==> config.mk <==
export PLATFORM = sky130hd
export DESIGN_NAME = binary_morphology_3x3_top
export DESIGN_NICKNAME = d
export VERILOG_FILES = /design/src/sv/bm3_pkg.sv /design/src/sv/binary_morphology_3x3_top.sv /design/src/sv/bm3_front.sv /design/src/sv/bm3_fifo.sv /design/src/sv/bm3_back.sv
export SDC_FILE = /design/constraint.sdc
export NUM_CORES = 2
export LEC_CHECK = 0
export BUFFER_PORTS_ARGS = -buffer_cell sky130_fd_sc_hd__buf_2
export CORE_UTILIZATION = 60
export CTS_CLUSTER_SIZE = 25
export DETAILED_ROUTE_END_ITERATION = 8
export PLACE_DENSITY = 0.81
export SYNTH_ARGS = -nofsm -noshare
export SYNTH_HDL_FRONTEND = slang
export SYNTH_HIERARCHICAL = 1
export SYNTH_SLANG_ARGS = --single-unit
export TNS_END_PERCENT = 10
==> constraint.sdc <==
create_clock -name clk -period 91 [get_ports clk]
set_input_delay 18.2 -clock clk [delete_from_list [all_inputs] [get_ports clk]]
set_output_delay 18.2 -clock clk [all_outputs]
set_load 0.1 [all_outputs]
==> src/sv/bm3_pkg.sv <==
`timescale 1ns / 1ps
`default_nettype none

package bm3_pkg;

	// geometry
	localparam int MAX_WIDTH_DFLT = 1024;
	localparam int KERNEL_SIZE    = 3;
	localparam int WIN_BITS       = KERNEL_SIZE * KERNEL_SIZE;
	localparam int HEIGHT_LIMIT   = 4096;
	localparam int ROW_W          = 12;
	localparam int QUEUE_DEPTH    = 4;

	// register file
	localparam int CFG_DATA_W = 13;
	localparam logic [1:0] REG_MASK   = 2'd0;
	localparam logic [1:0] REG_MODE   = 2'd1;
	localparam logic [1:0] REG_WIDTH  = 2'd2;
	localparam logic [1:0] REG_HEIGHT = 2'd3;

	localparam logic [WIN_BITS-1:0] MASK_RST   = '1;
	localparam logic [10:0]         WIDTH_RST  = 11'd640;
	localparam logic [12:0]         HEIGHT_RST = 13'd480;

	// morphology operation
	localparam logic MODE_ERODE  = 1'b0;
	localparam logic MODE_DILATE = 1'b1;

	localparam logic [7:0] PIX_SET = 8'hFF;
	localparam logic [7:0] PIX_CLR = 8'h00;

	// what the front end hands to the back end for one pixel
	typedef struct packed {
		logic cur;       // pixel is set
		logic emit;      // a result is produced
		logic interior;  // result comes from the window, not the border
		logic last;      // final result of the frame
	} cls_t;

endpackage

`default_nettype wire

==> src/sv/binary_morphology_3x3_top.sv <==
`timescale 1ns / 1ps
`default_nettype none

// 3x3 binary erosion / dilation over a raster pixel stream. a pixel counts
// as set only when it is 255; the structuring element is a 9-bit mask
// (bit 3*row+col). for every pixel at (r,c) with r,c >= 1 one result for
// (r-1,c-1) comes out, 0 or 255, with border results forced to 0 and
// frame_last marking the final result of a frame. sustained rate is one
// pixel per clock while the output is not stalled: a front end tracks the
// raster position and classifies each pixel, a four-entry queue decouples
// it from the back end, which reads the line store, slides the window and
// fills the output register. after reset the line store is cleared one
// entry per clock, and in_stall stays high until the clear is done;
// configuration writes are taken during that time. configuration may only
// be changed while the stream is idle.

module binary_morphology_3x3_top import bm3_pkg::*; #(
	parameter int MAX_WIDTH = MAX_WIDTH_DFLT
) (
	input  wire logic                  clk,
	input  wire logic                  arst_n,
	// configuration write port
	input  wire logic                  cfg_wr_en,
	input  wire logic [1:0]            cfg_index,
	input  wire logic [CFG_DATA_W-1:0] cfg_wdata,
	// pixel input
	input  wire logic                  in_valid,
	output logic                       in_stall,
	input  wire logic [7:0]            pixel_in,
	// result output
	output logic                       out_valid,
	input  wire logic                  out_stall,
	output logic [7:0]                 pixel_out,
	output logic                       frame_last
);

	localparam int CW = $clog2(MAX_WIDTH);
	localparam int QW = CW + $bits(cls_t);

	// configuration registers
	logic [WIN_BITS-1:0] mask_q;
	logic                mode_q;
	logic [10:0]         width_q;
	logic [12:0]         height_q;

	// front to queue
	logic                push;
	cls_t                f_cls;
	logic [CW-1:0]       f_col;

	// queue to back
	logic [QW-1:0]       q_head;
	cls_t                q_cls;
	logic [CW-1:0]       q_col;
	logic                q_full;
	logic                q_empty;
	logic                q_pop;
	logic                busy;

	always_ff @(posedge clk or negedge arst_n) begin
		if (!arst_n) begin
			mask_q   <= MASK_RST;
			mode_q   <= MODE_ERODE;
			width_q  <= WIDTH_RST;
			height_q <= HEIGHT_RST;
		end else if (cfg_wr_en) begin
			case (cfg_index)
				REG_MASK:   mask_q   <= cfg_wdata[WIN_BITS-1:0];
				REG_MODE:   mode_q   <= cfg_wdata[0];
				REG_WIDTH:  width_q  <= cfg_wdata[10:0];
				REG_HEIGHT: height_q <= cfg_wdata[12:0];
				default: ;
			endcase
		end
	end

	// front end: input handshake, raster position, classification
	bm3_front #(
		.MAX_WIDTH(MAX_WIDTH)
	) u_front (
		.clk         (clk),
		.arst_n      (arst_n),
		.in_valid    (in_valid),
		.pixel_in    (pixel_in),
		.busy        (busy),
		.q_full      (q_full),
		.image_width (width_q),
		.image_height(height_q),
		.in_stall    (in_stall),
		.push        (push),
		.cls         (f_cls),
		.col         (f_col)
	);

	// short queue between the two halves
	bm3_fifo #(
		.DATA_W(QW),
		.DEPTH (QUEUE_DEPTH)
	) u_fifo (
		.clk   (clk),
		.arst_n(arst_n),
		.push  (push),
		.wdata ({f_col, f_cls}),
		.pop   (q_pop),
		.rdata (q_head),
		.full  (q_full),
		.empty (q_empty)
	);

	assign q_col = q_head[QW-1 -: CW];
	assign q_cls = cls_t'(q_head[$bits(cls_t)-1:0]);

	// back end: line store, window, morphology, output register
	bm3_back #(
		.MAX_WIDTH(MAX_WIDTH)
	) u_back (
		.clk       (clk),
		.arst_n    (arst_n),
		.q_empty   (q_empty),
		.q_cls     (q_cls),
		.q_col     (q_col),
		.mask_bits (mask_q),
		.morph_mode(mode_q),
		.out_stall (out_stall),
		.q_pop     (q_pop),
		.busy      (busy),
		.out_valid (out_valid),
		.pixel_out (pixel_out),
		.frame_last(frame_last)
	);

	// no result can appear while the line store is still being cleared
	a_no_result_in_clear: assert property (@(posedge clk) disable iff (!arst_n)
		busy |-> !out_valid)
		else $error("result while line store clear is running");

	// results are strictly binary
	a_binary_result: assert property (@(posedge clk) disable iff (!arst_n)
		out_valid |-> (pixel_out == PIX_SET || pixel_out == PIX_CLR))
		else $error("result pixel is neither 0 nor 255");

	// the queue never holds an item while the clear is running
	a_queue_idle_in_clear: assert property (@(posedge clk) disable iff (!arst_n)
		busy |-> q_empty)
		else $error("queue holds a transaction during line store clear");

endmodule

`default_nettype wire

==> src/sv/bm3_front.sv <==
`timescale 1ns / 1ps
`default_nettype none

module bm3_front import bm3_pkg::*; #(
	parameter int MAX_WIDTH = MAX_WIDTH_DFLT
) (
	input  wire logic                         clk,
	input  wire logic                         arst_n,
	input  wire logic                         in_valid,
	input  wire logic [7:0]                   pixel_in,
	input  wire logic                         busy,
	input  wire logic                         q_full,
	input  wire logic [10:0]                  image_width,
	input  wire logic [12:0]                  image_height,
	output logic                              in_stall,
	output logic                              push,
	output cls_t                              cls,
	output logic [$clog2(MAX_WIDTH)-1:0]      col
);

	localparam int CW = $clog2(MAX_WIDTH);

	logic [CW-1:0]    col_q;
	logic [ROW_W-1:0] row_q;
	logic [CW-1:0]    wlast;
	logic [ROW_W-1:0] hlast;
	logic             col_end;
	logic             row_end;

	// clamp geometry to the supported range
	always_comb begin
		if (image_width < 11'd3)
			wlast = CW'(2);
		else if (int'(image_width) >= MAX_WIDTH)
			wlast = CW'(MAX_WIDTH - 1);
		else
			wlast = CW'(image_width - 11'd1);
	end

	always_comb begin
		if (image_height < 13'd3)
			hlast = ROW_W'(2);
		else if (int'(image_height) >= HEIGHT_LIMIT)
			hlast = ROW_W'(HEIGHT_LIMIT - 1);
		else
			hlast = ROW_W'(image_height - 13'd1);
	end

	assign col_end  = (col_q >= wlast);
	assign row_end  = (row_q >= hlast);

	assign in_stall = busy | q_full;
	assign push     = in_valid & ~in_stall;
	assign col      = col_q;

	always_comb begin
		cls.cur      = (pixel_in == PIX_SET);
		cls.emit     = (row_q != '0) && (col_q != '0);
		cls.interior = (row_q >= ROW_W'(2)) && (col_q >= CW'(2));
		cls.last     = row_end & col_end;
	end

	always_ff @(posedge clk or negedge arst_n) begin
		if (!arst_n) begin
			col_q <= '0;
			row_q <= '0;
		end else if (push) begin
			if (col_end) begin
				col_q <= '0;
				row_q <= row_end ? '0 : row_q + ROW_W'(1);
			end else begin
				col_q <= col_q + CW'(1);
			end
		end
	end

endmodule

`default_nettype wire

==> src/sv/bm3_fifo.sv <==
`timescale 1ns / 1ps
`default_nettype none

module bm3_fifo import bm3_pkg::*; #(
	parameter int DATA_W = 8,
	parameter int DEPTH  = QUEUE_DEPTH
) (
	input  wire logic              clk,
	input  wire logic              arst_n,
	input  wire logic              push,
	input  wire logic [DATA_W-1:0] wdata,
	input  wire logic              pop,
	output logic [DATA_W-1:0]      rdata,
	output logic                   full,
	output logic                   empty
);

	localparam int PW = $clog2(DEPTH);
	localparam int NW = $clog2(DEPTH + 1);

	logic [DATA_W-1:0] slot_q [DEPTH];
	logic [PW-1:0]     wr_q;
	logic [PW-1:0]     rd_q;
	logic [NW-1:0]     cnt_q;
	logic              do_pop;

	assign full   = (cnt_q == NW'(DEPTH));
	assign empty  = (cnt_q == '0);
	assign rdata  = slot_q[rd_q];
	assign do_pop = pop & ~empty;

	always_ff @(posedge clk) begin
		if (push)
			slot_q[wr_q] <= wdata;
	end

	always_ff @(posedge clk or negedge arst_n) begin
		if (!arst_n) begin
			wr_q  <= '0;
			rd_q  <= '0;
			cnt_q <= '0;
		end else begin
			if (push)
				wr_q <= (wr_q == PW'(DEPTH - 1)) ? '0 : wr_q + PW'(1);
			if (do_pop)
				rd_q <= (rd_q == PW'(DEPTH - 1)) ? '0 : rd_q + PW'(1);
			if (push && !do_pop)
				cnt_q <= cnt_q + NW'(1);
			else if (!push && do_pop)
				cnt_q <= cnt_q - NW'(1);
		end
	end

endmodule

`default_nettype wire

==> src/sv/bm3_back.sv <==
`timescale 1ns / 1ps
`default_nettype none

module bm3_back import bm3_pkg::*; #(
	parameter int MAX_WIDTH = MAX_WIDTH_DFLT
) (
	input  wire logic                          clk,
	input  wire logic                          arst_n,
	input  wire logic                          q_empty,
	input  wire cls_t                          q_cls,
	input  wire logic [$clog2(MAX_WIDTH)-1:0]  q_col,
	input  wire logic [WIN_BITS-1:0]           mask_bits,
	input  wire logic                          morph_mode,
	input  wire logic                          out_stall,
	output logic                               q_pop,
	output logic                               busy,
	output logic                               out_valid,
	output logic [7:0]                         pixel_out,
	output logic                               frame_last
);

	localparam int CW = $clog2(MAX_WIDTH);

	// line store: bit 1 two rows back, bit 0 one row back
	logic [1:0]          line_mem [MAX_WIDTH];
	logic [1:0]          rd_s1;
	cls_t                cls_s1;
	logic [CW-1:0]       col_s1;
	logic                vld_s1;

	logic [WIN_BITS-1:0] win_q;
	logic [WIN_BITS-1:0] win_nxt;
	logic [WIN_BITS-1:0] hit;
	logic                on;

	logic                init_q;
	logic [CW-1:0]       clr_q;

	logic                out_v_q;
	logic [7:0]          pix_q;
	logic                last_q;

	logic                exec_ok;
	logic                adv;
	logic                exec;

	assign exec_ok = ~cls_s1.emit | ~out_v_q | ~out_stall;
	assign adv     = ~vld_s1 | exec_ok;
	assign exec    = vld_s1 & exec_ok;
	assign q_pop   = adv & ~q_empty & ~init_q;
	assign busy    = init_q;

	// slide one column, newest column enters at the right
	assign win_nxt = {cls_s1.cur, win_q[8:7], rd_s1[0], win_q[5:4], rd_s1[1], win_q[2:1]};
	assign hit     = win_nxt & mask_bits;
	assign on      = (morph_mode == MODE_ERODE) ? (hit == mask_bits) : (hit != '0);

	always_ff @(posedge clk) begin
		if (init_q)
			line_mem[clr_q] <= 2'b00;
		else if (exec)
			line_mem[col_s1] <= {rd_s1[0], cls_s1.cur};
		if (q_pop)
			rd_s1 <= line_mem[q_col];
	end

	always_ff @(posedge clk) begin
		if (q_pop) begin
			cls_s1 <= q_cls;
			col_s1 <= q_col;
		end
		if (exec && cls_s1.emit) begin
			pix_q  <= (cls_s1.interior && on) ? PIX_SET : PIX_CLR;
			last_q <= cls_s1.last;
		end
	end

	always_ff @(posedge clk or negedge arst_n) begin
		if (!arst_n) begin
			init_q  <= 1'b1;
			clr_q   <= '0;
			vld_s1  <= 1'b0;
			win_q   <= '0;
			out_v_q <= 1'b0;
		end else begin
			if (init_q) begin
				clr_q <= clr_q + CW'(1);
				if (clr_q == CW'(MAX_WIDTH - 1))
					init_q <= 1'b0;
			end
			if (adv)
				vld_s1 <= q_pop;
			if (exec)
				win_q <= win_nxt;
			if (exec && cls_s1.emit)
				out_v_q <= 1'b1;
			else if (!out_stall)
				out_v_q <= 1'b0;
		end
	end

	assign out_valid  = out_v_q;
	assign pixel_out  = pix_q;
	assign frame_last = last_q;

endmodule

`default_nettype wire
== Yosys cells after proc, flatten, opt, wreduce, memory -nomap -nowiden ==
Memory sizes are Yosys's and may differ from the RTL's. A register that Yosys moved wholly into a read port is not among the register bits.
Cells that the tools add are included.
Storage, ports and cells
  register bits after elaboration: 108
  latch bits: 0
  memory bits (writable): 2104
  memory bits (read-only): 0
  input bits: 28
  output and inout port bits: 11
  word-level logic and storage cells: 114
  memories: 2
Memories
  u_back.line_mem: depth 1024, width 2, read ports 1, clocked after Yosys merged registers in 1, write ports 1, line bm3_back.sv:25  | logic [1:0] line_mem [MAX_WIDTH];
  u_fifo.slot_q: depth 4, width 14, read ports 1, clocked after Yosys merged registers in 0, write ports 1, line bm3_fifo.sv:21  | logic [DATA_W-1:0] slot_q [DEPTH];
Cells by class
  add/sub/neg operators: 9
  multiply operators: 0
  divide/modulo/power cells: 0
  order comparisons: 8
  eq/ne operators: 10
  shift operators: 0
  mux-type cells: 26
  bitwise gates (word level): 18
  reductions and logical operators: 20
Operators by type and width (number)
  $mux W10: 4
  $mux W12: 3
  $add A10 B1 Y10 const B: 2
  $ge A13 B13 Y1 const B: 1
  $lt A13 B2 Y1 const B: 1
  $mux W1: 13
  $add A12 B1 Y12 const B: 1
  $ge A12 B12 Y1: 1
  $ge A12 B2 Y1 const B: 1
  $reduce_bool A12 Y1: 1
  $sub A12 B1 Y12 const B: 1
  $ge A11 B11 Y1 const B: 1
  $lt A11 B2 Y1 const B: 1
  $eq A10 B10 Y1 const B: 1
  $ge A10 B10 Y1: 1
  $ge A10 B2 Y1 const B: 1
  $reduce_and A2 Y1: 5
  $reduce_bool A10 Y1: 1
  $sub A10 B1 Y10 const B: 1
  $and A9 B9 Y9: 1
  $eq A9 B9 Y1: 1
  $reduce_bool A9 Y1: 1
  $eq A2 B2 Y1 const B: 4
  $eq A8 B8 Y1 const B: 1
  other kinds (18): 42

== Logic depth before layout (Yosys ltp) ==
  depth in word-level cells: 10
  mapped depth: 16
  depth with buffers taken out: 13

== By module ==
The synthesis kept the hierarchy.
By module, submodules not included
  bm3_back: instances 1, cells each 4969, area each 85234.2 um^2
  bm3_fifo: instances 1, cells each 110, area each 2483.6 um^2
  bm3_front: instances 1, cells each 275, area each 2279.7 um^2
  binary_morphology_3x3_top: instances 1, cells each 75, area each 1395.1 um^2

== Worst setup path after synthesis ==
No wires, ideal clock.
  kind: input -> register
  start point: input out_stall
  end point: memory u_back.line_mem[0][0], data pin
  setup time: 4946 ps
  arrival: 42603 ps
  path slack: 43450 ps
  cell stages on the path: 6
  path buffers: 2
  cell sequence: nand3_1 nand2_1 or2_1 clkbuf_1 buf_2 nor2_1
Between the ends
  cells in the longest elaborated chain, start to end: 8
Ends and longest elaborated chain
  start, declared: line binary_morphology_3x3_top.sv:32  | input wire logic out_stall,
  $not A1 Y1: line bm3_back.sv:47  | assign exec_ok = ~cls_s1.emit | ~out_v_q | ~out_stall;
  $or A1 B1 Y1: line bm3_back.sv:47
  $and A1 B1 Y1: line bm3_back.sv:49  | assign exec = vld_s1 & exec_ok;
  $mux W1: line bm3_back.sv:61  | else if (exec)
  $mux W1: line bm3_back.sv:59  | if (init_q)
  $mux W1 (implied by the code): line bm3_back.sv:62  | line_mem[col_s1] <= {rd_s1[0], cls_s1.cur};
  $reduce_or A2 Y1 (no source line)
  $mux W2 (no source line)
  end, declared: line bm3_back.sv:25
Every way passes these cells.

== Worst setup path in the final report ==
  start point: input out_stall
  end point: memory u_back.line_mem[832][0], data pin
Same word-level chain as after synthesis.

==> results by group <==
Synthesis
  – Ys Warns: 6
  – Largest family of logic cells by synthesized area: multiplexers
  – Netlist cell types: 88
  – Net Count, Synth: 5496
  – Share of the synthesized area in the top cell type: 69.72%
  – Flops & latches, synth: 2204
  – Mapped Cells: 5429
  – Area leader, netlist: edfxtp_1
  – Post-Synth XOR/XNOR Area: 0.3354%
  – Post-Synth Simple-Gate Area: 6.840%
  – EDFF count, synth: 2122
  – Synth Area in Adders: 0.5421%
  – Synth Area per Inst: 16.83 um2
  – Ranking of synthesized cells by area: edfxtp_1 70%, mux4_2 11%, nor2_1 4.4%
  – Seq/Total Area, Yosys: 71.99%
  – Main flop type after synthesis: edfxtp_1
  – Post-Syn Area: 91390 um2
  – Fraction of registers with async set/reset: 3.721%
  – Compound-gate portion of the synthesized area: 3.707%
  – Mux cell area share after synthesis: 14.16%

Worst setup path
  – Setup crit start kind: primary input
  – Critical Path RT: 91.48 ns
  – Critical Path Most Common Cell: buf_4
  – CP max-delay cell: buf_4
  – Crit path max-delay family: buffers and inverters
  – Worst Path Buf+Inv: 5
  – WS Path Type: primary input to flip-flop
  – Crit path cell chain: buf_2 > nand3_1 > nand2_1 > or2_1 > buf_4 > nor2_4 > buf_4 > buf_4 > buf_4
  – CP Capture Type: flip-flop
  – CP peak stage delay: 0.93 ns
  – Worst-path maximum fanout: 106
  – Crit path arrival time: 23.16 ns

STA
  – Slew HR: 8.871%
  – Total negative slack: 0 ns
  – RSZ-0062 raised after global routing: no
  – Setup Skew: 0.02895 ns
  – Fin. Hold Viols: 0
  – WHS: 0.5025 ns
  – Slew Limit Fails: 0
  – Final setup fails: 0
  – Fmax: 0.04410 GHz
  – Final period utilization: 24.92%
  – Setup ws final: 68.32 ns
  – Worst Tran Pin Value: 1.364 ns
  – Post-route minimum period: 22.68 ns

Clocking
  – CTS Hold Bufs: 0
  – Post-CTS sizing: 0
  – TritonCTS Buffers: 203
  – CTS Sinks: 2204
  – H-tree levels: 4
  – CTS tree: built
  – Postcts setup bufs: 0
  – Clock buffer depth: 3
  – Root Driver: clkbuf_16
  – Worst skew pair latency: 0.84 ns
  – Clk pin slew, worst setup/hold paths: 0.06 ns

Global routing
  – Largest net degree at the start of global routing: 261
  – GR Util All Layers: 30.64%
  – Antenna violations before repair: 9
  – First-pass GRT wire length: 339300 um
  – Vias in the first global route: 52.10k
  – GRT Residual Overflow: 0

Final layout
  – Highest-count cells in the layout ignoring fill and taps: 2122 x edfxtp_1, 1079 x nor2_1, 437 x mux4_2, 228 x mux2i_1, 210 x clkbuf_16
  – Final Util: 66.10%
  – Fin cells: 7548
  – P&R area growth vs syn: 8.836%
  – Share of layout cells above drive strength 1: 18.19%
  – Commonest non-fill, non-tap cell in the layout: edfxtp_1
  – Layout Nets: 5438

Route
  – Post-route DRC: 0
  – DRT Pass-1 Iters: 6
  – Starting DRT DRC Count: 8383
  – Vias/cell: 6.913
  – Vias: 52.18k
  – ANT nets after route: 0
  – Wire per inst: 30.97 um
  – Routed WL: 233800 um

Floorplanning
  – Core area: 150500 um2
  – Initial Util: 60.73%
  – # IOs: 39
  – Die Wd: 392.3 um
  – # rows: 142
  – Die Ht: 392.3 um
  – Die area: 153900 um2

Place
  – Pre-CTS setup slack: 67.75 ns
  – I/O Buffers: 38
  – Gpl congestion: 0.8357
  – Inst Count DP: 7182
  – Post-DP HPWL: 126800 um

Outcome
  – Status: finished, final reports clean

Power and ir drop
  – Net Sw Frac: 36.70%
  – Pwr per Cell Area: 35.33 nW/um2
  – Clk pwr share: 23.3%
  – Power share of the sequential group: 38.7%
  – Static leakage: 0.03116 uW
  – Net Sw Power: 1290 uW
  – Combinational share of power: 38.0%
  – Int Pwr: 2224 uW
  – Max VDD drop: 0.00003556 V

Hold path
  – Worst min path class: flip-flop to flip-flop

Run
  – Max-Cap Viols: 0
stage by stage:
step	power [uW]	instance area, um2
after CTS	3484	99450
after detailed placement	2668	93130
after global placement	2643	93130
after floorplan	2502	91390
final	3514	99470
after global routing	3598	99450
cells in the mapped netlist (20+ instances only):
| library cell | count |
|---|---|
| edfxtp_1 | 2122 |
| nor2_1 | 1082 |
| mux4_2 | 441 |
| clkbuf_1 | 257 |
| mux2i_1 | 228 |
| nand2_1 | 139 |
| a21oi_1 | 79 |
| o21ai_0 | 72 |
| o221ai_1 | 69 |
| dfrtp_1 | 66 |
| nor3_1 | 66 |
| a22oi_1 | 61 |
| buf_2 | 61 |
| o22ai_1 | 50 |
| nand3_1 | 49 |
| buf_4 | 39 |
| ha_1 | 38 |
| buf_6 | 36 |
| inv_1 | 36 |
| a211oi_1 | 24 |
| mux2_2 | 24 |
| xor2_1 | 22 |
| buf_1 | 21 |
| mux2_4 | 20 |
power by group through the flow:
| stage | logic (uW) | clock network (uW) | registers, uW |
|---|---|---|---|
| after floorplan | 863 | 0 | 1640 |
| after global placement | 1270 | 0 | 1380 |
| after detailed placement | 1290 | 0 | 1380 |
| after CTS | 1300 | 824 | 1360 |
| after global routing | 1380 | 860 | 1360 |
| final | 1340 | 819 | 1360 |
cell families after synthesis:
| kind of cell | count (synthesis) |
|---|---|
| adder cells (fa/ha/maj) | 39 |
| flip-flops | 2204 |
| AND/OR/NAND/NOR | 1494 |
| multiplexers | 719 |
| buffers and inverters | 454 |
| XOR/XNOR | 35 |
| AO/OA/AOI/OAI | 484 |
sequential cells by signal, summed over array words and instances (netlist names):
| name | cells |
|---|---|
| u_back/col_s1 | 10 |
| u_back/clr_q | 10 |
| height_q | 13 |
| u_fifo/wr_q | 2 |
| u_back/out_valid | 1 |
| u_fifo/rd_q | 2 |
| u_back/win_q | 6 |
| u_fifo/cnt_q | 3 |
| u_fifo/slot_q | 56 |
| mask_q | 9 |
| u_back/cls_s1 | 4 |
| width_q | 11 |
| u_back/line_mem | 2048 |
| mode_q | 1 |
| u_back/vld_s1 | 1 |
| u_front/row_q | 12 |
| u_back/frame_last | 1 |
| u_back/pixel_out | 1 |
| u_back/rd_s1 | 2 |
| u_back/busy | 1 |
| u_front/col | 10 |
cell type report:
class,count,area [um2]
clock buffer,256,5448
timing repair buffer,154,1139
antenna,6,15.01
inverter,37,138.9
sequential,2204,65790
clock inverter,104,873.3
tap,2016,2522
fill,9287,51020
multi-input combinational,2771,23540
routing by layer:
layer  up-vias  GRT usage (%)  share of wire (%)
met1     26270          40.17                 33
met5         -              0              0.030
met2      4145          47.81                 47
met4        10          14.84                5.3
met3       709          8.445                 14
li1      21040              -                  -
path summary, 6_finish.rpt:
kind | from | endpoint | slack, ns | cells past startpoint
max | out_stall | u_back/line_mem[832][0] | 68.32 | 9
min | u_back/cls_s1[0] | u_back/frame_last | 0.50 | 0
max reg2reg | u_fifo/rd_q[1] | u_back/rd_s1[1] | 83.70 | 12
min reg2reg | u_back/cls_s1[0] | u_back/frame_last | 0.50 | 0
max in group asynchronous | arst_n | u_front/row_q[6] | 72.80 | 1
min in group asynchronous | arst_n | width_q[8] | 17.56 | 1
worst register-to-register path: stages (launching register included):
cell and delay (ns):
dfrtp_1 0.79, mux4_4 0.94, buf_12 0.54, buf_4 0.85
buf_4 0.90, mux2i_1 0.26, o221ai_1 0.37, nor3_1 0.10
or4_1 0.55, o41ai_1 0.74, and4_1 0.44, a22oi_1 0.15
nand4_1 0.41
(Power assumes the default switching activity.)
